File: config.mk
export PLATFORM = sky130hd
export DESIGN_NAME = modular_exponentiation_flat
export DESIGN_NICKNAME = d
export VERILOG_FILES = /design/src/hdl/mexp_pkg.sv /design/src/hdl/mexp_if.sv /design/src/hdl/mexp_datapath.sv /design/src/hdl/mexp_ctrl.sv /design/src/hdl/modular_exponentiation.sv /design/src/flat_wrapper.sv
export SDC_FILE = /design/constraint.sdc
export NUM_CORES = 1
export LEC_CHECK = 0
export ABC_AREA = 0
export BUFFER_PORTS_ARGS = -buffer_cell sky130_fd_sc_hd__buf_4
export CAP_MARGIN = 5
export CORE_MARGIN = 4
export CORE_UTILIZATION = 50
export CTS_BUF_LIST = sky130_fd_sc_hd__clkbuf_8
export CTS_CLUSTER_DIAMETER = 80
export DETAILED_ROUTE_END_ITERATION = 7
export GPL_TIMING_DRIVEN = 0
export PLACE_DENSITY_LB_ADDON = 0.05
export SYNTH_ARGS = -nofsm -noshare
export SYNTH_HDL_FRONTEND = slang
export SYNTH_SLANG_ARGS = --single-unit
File: constraint.sdc
create_clock -name clk -period 7.1 [get_ports clk]
set_clock_uncertainty 0.15 [all_clocks]
set_input_delay 0 -clock clk [delete_from_list [all_inputs] [get_ports clk]]
set_output_delay 0 -clock clk [all_outputs]
set_load 0.005 [all_outputs]
File: src/hdl/mexp_pkg.sv
// Shared widths, operation codes, controller states and the command and
// status structs for the modular exponentiation block.
// No dependencies.
`timescale 1ns / 1ps
`default_nettype none

package mexp_pkg;

  localparam int DATA_W   = 31;
  localparam int EXP_W    = 63;
  localparam int EXP_BITS = 63;
  localparam int STEP_W   = $clog2(DATA_W + 1);
  localparam int BCNT_W   = $clog2(EXP_BITS + 1);

  typedef enum logic [1:0] {
    OP_RED = 2'd0,
    OP_ACC = 2'd1,
    OP_SQR = 2'd2
  } op_t;

  typedef enum logic [3:0] {
    S_IDLE  = 4'b0001,
    S_START = 4'b0010,
    S_STEP  = 4'b0100,
    S_FIN   = 4'b1000
  } state_t;

  typedef struct packed {
    logic load;
    logic start;
    op_t  op;
    logic step;
    logic commit;
    logic shift_exp;
    logic publish;
  } cmd_t;

  typedef struct packed {
    logic exp_lsb;
  } stat_t;

endpackage

`default_nettype wire

File: src/hdl/mexp_if.sv
// Valid/ready channels for the operand beat and the result beat.
// Depends on mexp_pkg.
`timescale 1ns / 1ps
`default_nettype none

interface mexp_in_if import mexp_pkg::*; ();
  logic              valid;
  logic              ready;
  logic [DATA_W-1:0] base;
  logic [EXP_W-1:0]  exponent;
  logic [DATA_W-1:0] modulus;

  modport source (output valid, base, exponent, modulus, input ready);
  modport sink (input valid, base, exponent, modulus, output ready);
endinterface

interface mexp_out_if import mexp_pkg::*; ();
  logic              valid;
  logic              ready;
  logic [DATA_W-1:0] power_mod;

  modport source (output valid, power_mod, input ready);
  modport sink (input valid, power_mod, output ready);
endinterface

`default_nettype wire

File: src/hdl/mexp_datapath.sv
// Operand registers, running square and accumulator, and the shared
// shift-add modular multiplier (one multiplier bit per cycle).
// Depends on mexp_pkg; driven by mexp_ctrl.
`timescale 1ns / 1ps
`default_nettype none

module mexp_datapath import mexp_pkg::*; (
  input  wire logic              clk,
  input  wire logic [DATA_W-1:0] base,
  input  wire logic [EXP_W-1:0]  exponent,
  input  wire logic [DATA_W-1:0] modulus,
  input  wire cmd_t              cmd,
  output stat_t                  status,
  output logic      [DATA_W-1:0] power_mod
);

  logic [DATA_W-1:0] base_q;
  logic [EXP_W-1:0]  exp_q;
  logic [DATA_W-1:0] m_q;
  logic              mzero;
  logic [DATA_W-1:0] acc;
  logic [DATA_W-1:0] sq;
  logic [DATA_W-1:0] r;
  logic [DATA_W-1:0] x;
  logic [DATA_W-1:0] y;
  logic [DATA_W-1:0] one_mod;
  logic [DATA_W-1:0] one_mod_in;

  logic [DATA_W:0]   dbl;
  logic [DATA_W:0]   dbl_red;
  logic [DATA_W:0]   sum;
  logic [DATA_W:0]   m_ext;
  logic [DATA_W-1:0] r_next;

  assign one_mod    = (m_q == DATA_W'(1)) ? '0 : DATA_W'(1);
  assign one_mod_in = (modulus == DATA_W'(1)) ? '0 : DATA_W'(1);

  // r <- (2r + bit * x) mod m, with r and x below m
  always_comb begin
    m_ext   = {1'b0, m_q};
    dbl     = {r, 1'b0};
    dbl_red = (dbl >= m_ext) ? dbl - m_ext : dbl;
    sum     = {1'b0, dbl_red[DATA_W-1:0]} + (y[DATA_W-1] ? {1'b0, x} : '0);
    r_next  = (sum >= m_ext) ? DATA_W'(sum - m_ext) : sum[DATA_W-1:0];
  end

  always_ff @(posedge clk) begin
    if (cmd.load) begin
      base_q <= base;
      exp_q  <= exponent;
      m_q    <= modulus;
      mzero  <= (modulus == '0);
      acc    <= one_mod_in;
    end
    if (cmd.start) begin
      r <= '0;
      case (cmd.op)
        OP_RED: begin
          x <= one_mod;
          y <= base_q;
        end
        OP_ACC: begin
          x <= acc;
          y <= sq;
        end
        OP_SQR: begin
          x <= sq;
          y <= sq;
        end
        default: begin
          x <= '0;
          y <= '0;
        end
      endcase
    end
    if (cmd.step) begin
      r <= r_next;
      y <= {y[DATA_W-2:0], 1'b0};
    end
    if (cmd.commit) begin
      case (cmd.op)
        OP_RED:  sq  <= r_next;
        OP_SQR:  sq  <= r_next;
        OP_ACC:  acc <= r_next;
        default: acc <= acc;
      endcase
    end
    if (cmd.shift_exp) begin
      exp_q <= {1'b0, exp_q[EXP_W-1:1]};
    end
    if (cmd.publish) begin
      power_mod <= mzero ? '0 : acc;
    end
  end

  assign status.exp_lsb = exp_q[0];

endmodule

`default_nettype wire

File: src/hdl/mexp_ctrl.sv
// Sequencer: reduce the base, then per exponent bit an optional multiply
// and a square, each a pass of the shared multiplier; owns the handshakes.
// Depends on mexp_pkg; drives mexp_datapath.
`timescale 1ns / 1ps
`default_nettype none

module mexp_ctrl import mexp_pkg::*; (
  input  wire logic  clk,
  input  wire logic  rst,
  input  wire logic  op_valid,
  output logic       op_ready,
  output logic       res_valid,
  input  wire logic  res_ready,
  input  wire stat_t status,
  output cmd_t       cmd
);

  state_t            state;
  state_t            state_next;
  op_t               cur_op;
  op_t               cur_op_next;
  op_t               go_op;
  logic [STEP_W-1:0] cnt;
  logic [STEP_W-1:0] cnt_next;
  logic [BCNT_W-1:0] bcnt;
  logic [BCNT_W-1:0] bcnt_next;
  logic              res_valid_next;

  assign op_ready = (state == S_IDLE);

  always_comb begin
    state_next  = state;
    cur_op_next = cur_op;
    cnt_next    = cnt;
    bcnt_next   = bcnt;
    cmd         = '0;
    cmd.op      = cur_op;
    go_op       = (cur_op == OP_ACC && !status.exp_lsb) ? OP_SQR : cur_op;
    case (state)
      S_IDLE: begin
        if (op_valid) begin
          cmd.load    = 1'b1;
          cur_op_next = OP_RED;
          bcnt_next   = '0;
          state_next  = S_START;
        end
      end
      S_START: begin
        cmd.start   = 1'b1;
        cmd.op      = go_op;
        cur_op_next = go_op;
        cnt_next    = '0;
        state_next  = S_STEP;
      end
      S_STEP: begin
        cmd.step = 1'b1;
        cnt_next = cnt + STEP_W'(1);
        if (cnt == STEP_W'(DATA_W - 1)) begin
          cmd.commit = 1'b1;
          case (cur_op)
            OP_RED: begin
              cur_op_next = OP_ACC;
              state_next  = S_START;
            end
            OP_ACC: begin
              cur_op_next = OP_SQR;
              state_next  = S_START;
            end
            OP_SQR: begin
              cmd.shift_exp = 1'b1;
              if (bcnt == BCNT_W'(EXP_BITS - 1)) begin
                state_next = S_FIN;
              end else begin
                bcnt_next   = bcnt + BCNT_W'(1);
                cur_op_next = OP_ACC;
                state_next  = S_START;
              end
            end
            default: state_next = S_IDLE;
          endcase
        end
      end
      S_FIN: begin
        if (!res_valid || res_ready) begin
          cmd.publish = 1'b1;
          state_next  = S_IDLE;
        end
      end
      default: state_next = S_IDLE;
    endcase
  end

  assign res_valid_next = cmd.publish ? 1'b1 : (res_ready ? 1'b0 : res_valid);

  always_ff @(posedge clk) begin
    if (rst) begin
      state     <= S_IDLE;
      cur_op    <= OP_RED;
      cnt       <= '0;
      bcnt      <= '0;
      res_valid <= 1'b0;
    end else begin
      state     <= state_next;
      cur_op    <= cur_op_next;
      cnt       <= cnt_next;
      bcnt      <= bcnt_next;
      res_valid <= res_valid_next;
    end
  end

  a_no_overwrite: assert property (@(posedge clk) disable iff (rst)
    cmd.publish |-> (!res_valid || res_ready))
    else $error("result overwritten while held");

  a_accept_starts: assert property (@(posedge clk) disable iff (rst)
    (op_valid && op_ready) |=> (state == S_START && cur_op == OP_RED))
    else $error("accepted beat did not start the base reduction");

  a_cnt_range: assert property (@(posedge clk) disable iff (rst)
    (state == S_STEP) |-> (cnt <= STEP_W'(DATA_W - 1)))
    else $error("multiplier step count out of range");

  a_bcnt_range: assert property (@(posedge clk) disable iff (rst)
    bcnt <= BCNT_W'(EXP_BITS - 1))
    else $error("exponent bit count out of range");

  a_publish_valid: assert property (@(posedge clk) disable iff (rst)
    cmd.publish |=> res_valid)
    else $error("result published without valid");

endmodule

`default_nettype wire

File: src/hdl/modular_exponentiation.sv
// Top level of the modular exponentiation block: joins the sequencer and
// the datapath. Depends on mexp_pkg, mexp_if, mexp_ctrl, mexp_datapath.
// Usage:
//   operands: sink channel carrying base, exponent and modulus. A beat is
//     taken when valid and ready are both high; ready is high only while
//     the block is idle, so one item is worked at a time.
//   result: source channel carrying power_mod, base^exponent mod modulus.
//     A modulus of zero returns zero.
// Operation:
//   Every modular multiply is one pass of a shared shift-add unit that
//   handles one multiplier bit per cycle, after a launch state for the pass.
//   The base is reduced by one pass, then each of the 63 exponent bits
//   takes a square pass, plus a multiply pass where the bit is set.
//   Operand ready returns high in the same cycle as result valid, so the
//   next beat can then be taken.
// Reset: rst (synchronous, active high) returns the sequencer to idle and
//   drops result valid; any item in progress is lost.
// Stall: a finished result waits in the output register while ready is
//   low; the block takes the next item meanwhile and holds its own result
//   until the register is free.
`timescale 1ns / 1ps
`default_nettype none

module modular_exponentiation import mexp_pkg::*; (
  input  wire logic clk,
  input  wire logic rst,
  mexp_in_if.sink   operands,
  mexp_out_if.source result
);

  cmd_t  cmd;
  stat_t status;

  mexp_ctrl u_ctrl (
    .clk       (clk),
    .rst       (rst),
    .op_valid  (operands.valid),
    .op_ready  (operands.ready),
    .res_valid (result.valid),
    .res_ready (result.ready),
    .status    (status),
    .cmd       (cmd)
  );

  mexp_datapath u_datapath (
    .clk       (clk),
    .base      (operands.base),
    .exponent  (operands.exponent),
    .modulus   (operands.modulus),
    .cmd       (cmd),
    .status    (status),
    .power_mod (result.power_mod)
  );

endmodule

`default_nettype wire
File: src/flat_wrapper.sv
// flat-port wrapper written by rule: the top's interface ports become plain ports
module modular_exponentiation_flat import mexp_pkg::*;
  (clk, rst, operands_valid, operands_base, operands_exponent, operands_modulus, operands_ready, result_valid, result_power_mod, result_ready);
  mexp_in_if operands_i ();
  mexp_out_if result_i ();
  input  wire logic clk;
  input  wire logic rst;
  input wire logic [$bits(operands_i.valid)-1:0] operands_valid;
  input wire logic [$bits(operands_i.base)-1:0] operands_base;
  input wire logic [$bits(operands_i.exponent)-1:0] operands_exponent;
  input wire logic [$bits(operands_i.modulus)-1:0] operands_modulus;
  output wire logic [$bits(operands_i.ready)-1:0] operands_ready;
  output wire logic [$bits(result_i.valid)-1:0] result_valid;
  output wire logic [$bits(result_i.power_mod)-1:0] result_power_mod;
  input wire logic [$bits(result_i.ready)-1:0] result_ready;
  assign operands_i.valid = operands_valid;
  assign operands_i.base = operands_base;
  assign operands_i.exponent = operands_exponent;
  assign operands_i.modulus = operands_modulus;
  assign operands_ready = operands_i.ready;
  assign result_valid = result_i.valid;
  assign result_power_mod = result_i.power_mod;
  assign result_i.ready = result_ready;
  modular_exponentiation u_core (.clk(clk), .rst(rst), .operands(operands_i), .result(result_i));
endmodule
==> impl_metrics.env <==
export IMPL_drt_iter0_drc=1174
export IMPL_cts_buffers=55
export IMPL_io_pins=162
export IMPL_worst_pin_slew_ns=0.9604
export IMPL_ys_flop_type="edfxtp_1"
export IMPL_holdPathStages=3
export IMPL_via_count=15620
export IMPL_drtAntennaViolNets=0
export IMPL_clock_latency_ns=0.68
export IMPL_r2r_cells=34
export IMPL_start_kind="flop"
export IMPL_dr_pass1_iters=5
export IMPL_cpPeakStageDelay_ns=0.42
export IMPL_critPathSlowestCell="ha_2"
export IMPL_yosysUniqueCellTypes=77
export IMPL_grt_max_degree=63
export IMPL_worstSetupPathType="reg2reg"
export IMPL_syn_cell_area_mm2=0.01887
export IMPL_yosysSeqAreaShare_pct=51.46
export IMPL_final_max_slew_violation_count=0
export IMPL_synth_seq_cells=330
export IMPL_min_period_ns=8.173
export IMPL_grt_use_met3_pct=4.941
export IMPL_drv_cap=0
export IMPL_num_nets_final=2456
export IMPL_p_leak_uw=0.01019
export IMPL_initial_core_util_pct=51.05
export IMPL_critPathCaptureType="flop"
export IMPL_globalplace_congestion=0.9743
export IMPL_area_growth_pct=38.05
export IMPL_cts_sinks=330
export IMPL_slew_headroom_pct=35.62
export IMPL_io_buffers=160
export IMPL_dp_hpwl_mm=39.27
export IMPL_path_max_fanout=10
export IMPL_antenna_found_initial=0
export IMPL_synth_nets=1946
export IMPL_ys_top_cells_by_area="edfxtp_1, ha_1, mux2_2, a21oi_1, nor2_1"
export IMPL_setup_tns_ns=-90.58
export IMPL_power_density_mw_per_mm2=363.9
export IMPL_globalRouteMet2Util_pct=45.33
export IMPL_core_mm2=0.03696
export IMPL_grt_pass1_vias=15850
export IMPL_die_w_um=202.3
export IMPL_grt_busiest_layer="met2"
export IMPL_synthesis_area_per_instance_um2=11.00
export IMPL_clk_pin_slew_ns=0.07
export IMPL_yosys_area_top_type_share_pct=49.33
export IMPL_rsz0062_at_grt="true"
export IMPL_whs_ns=0.04069
export IMPL_max_vdd_ir_drop_v=0.0002280
export IMPL_die_h_um=202.3
export IMPL_cts_tree="built"
export IMPL_yosysWarnings=0
export IMPL_synth_edff_count=310
export IMPL_drc=0
export IMPL_synth_largest_area_cell="edfxtp_1"
export IMPL_totalWireLength_mm=57.31
export IMPL_drive_above_1_share_pct=25.67
export IMPL_synth_cells=1715
export IMPL_synthMostInstantiatedCell="edfxtp_1"
export IMPL_violations="negative setup slack"
export IMPL_async_flop_share_pct=0
export IMPL_row_count=70
export IMPL_status="finished, violations left"
export IMPL_dieArea_mm2=0.04091
export IMPL_fin_ws_ns=-1.073
export IMPL_grt_overflow_total=0
export IMPL_via_per_inst=5.638
export IMPL_critPathRequiredTime_ns=7.32
export IMPL_grt_pass1_wl_mm=86.63
export IMPL_antenna_cells=0
export IMPL_cts_htree_levels=2
export IMPL_cts_max_path_buffers=3
export IMPL_global_route_usage_met1_pct=34.63
export IMPL_post_route_util_pct=70.48
export IMPL_fmax_mhz=122.4
export IMPL_fin_crit_sh_pct=115.1
export IMPL_final_setup_viol_count=93
export IMPL_hold_viol=0
export IMPL_clk_root_buffer_cell="clkbuf_8"
export IMPL_min_path_type="in2reg"
export IMPL_wire_per_inst_um=20.68
export IMPL_grt_use_total_pct=26.80
export IMPL_cp_data_arrival_time_ns=8.39
export IMPL_yosys_top_cells_count="edfxtp_1, nor2_1, a21oi_1"
## final timing paths
kind / slack, ns / end / from
setup / recovery: -1.07 / u_core.u_datapath.r[16] / u_core.u_datapath.m_q[17]
hold / removal: 0.04 / u_core.u_datapath.exp_q[0] / operands_exponent[0]
setup reg to reg: -1.07 / u_core.u_datapath.r[16] / u_core.u_datapath.m_q[17]
hold reg to reg: 0.33 / u_core.u_ctrl.cnt[4] / u_core.u_ctrl.cnt[4]
## report_power, final
part	total, µW	internal [µW]	switching, µW
clock network	1710	899	812
logic	5270	2320	2950
registers	2490	2420	71.9
## cells by family after synthesis
family                   Yosys count  synth area share, %
AO/OA/AOI/OAI                    412                13.95
XOR/XNOR                          84                3.899
adder cells (fa/ha/maj)          102                6.883
buffers and inverters            163                3.415
flip-flops                       330                51.46
multiplexers                     123                7.141
AND/OR/NAND/NOR                  501                13.26
## flip-flops by register name (all words and copies together), names as in the netlist
name / flops
u_core.u_ctrl.bcnt: 6
u_core.u_datapath.r: 31
u_core.u_ctrl.cur_op: 2
u_core.u_datapath.base_q: 31
u_core.u_ctrl.state: 4
u_core.u_ctrl.cnt: 5
u_core.u_datapath.sq: 31
u_core.u_datapath.y: 31
u_core.u_datapath.power_mod: 31
u_core.u_datapath.mzero: 1
u_core.u_ctrl.res_valid: 1
u_core.u_datapath.acc: 31
u_core.u_datapath.x: 31
u_core.u_datapath.m_q: 31
u_core.u_datapath.exp_q: 63
## worst max-delay path, delay by kind of cell (launching register included)
| family | cells | cell delay [ns] |
|---|---|---|
| XOR/XNOR | 1 | 0.30 |
| AND/OR/NAND/NOR | 6 | 0.83 |
| buffers and inverters | 7 | 1.22 |
| multiplexers | 2 | 0.62 |
| adder cells (fa/ha/maj) | 3 | 1.07 |
| flip-flops | 1 | 0.38 |
| AO/OA/AOI/OAI | 15 | 3.27 |
## area by class of cell
type	instances	area, µm²
Buffer	64	322.8
Inverter	98	371.6
Clock inverter	42	309.0
Multi-Input combinational cell	1222	9846
Clock buffer	57	784.5
Tap cell	504	630.6
Timing Repair Buffer	454	4075
Fill cell	2747	10910
Sequential cell	330	9709
## per-stage QoR
step / std cells / worst slack, ns / total power [µW] / instance area, µm²
after global placement: 2379 / -2.791 / 6242 / 20860
final: 2771 / -1.073 / 9479 / 26050
after floorplan: 1715 / -0.1206 / 5206 / 19030
after CTS: 2741 / -1.045 / 9003 / 25300
after global routing: 2771 / -1.202 / 9934 / 26050
after detailed placement: 2385 / -2.744 / 6296 / 21000
## routing by layer
metal	share of wire, %	vias up
met5	0	-
met4	3.6	0
met3	5.7	128
met2	49	530
met1	42	7579
li1	-	7386
## what timing repair did
item                                    CTS  global route
cloned                                    1             0
buffers inserted                         36            32
gates resized for setup                 115            97
endpoints found under the hold margin   163             0
endpoints found under the setup margin   93            93
pin swaps                                30            50
hold buffers                            220             0
## cell usage in the layout, fill, tap and decap left out, types with 32 or more instances in the layout
cell           netlist  final
and2_1              36     36
mux2_2              86     82
nor2_1             138    133
clkbuf_1            54     53
clkbuf_8             0     57
dlygate4sd3_1        0    220
ha_1                99     64
inv_1               97    102
nor2b_1             75     72
buf_4                1    224
a22oi_1             32     32
a21o_1              36     36
nand3_1             52     49
nand2_1             92     90
a21oi_1            111    100
xnor2_1             54     44
o21ai_0             85     74
edfxtp_1           310    310
Note: power is estimated with default switching activity, not from simulation.
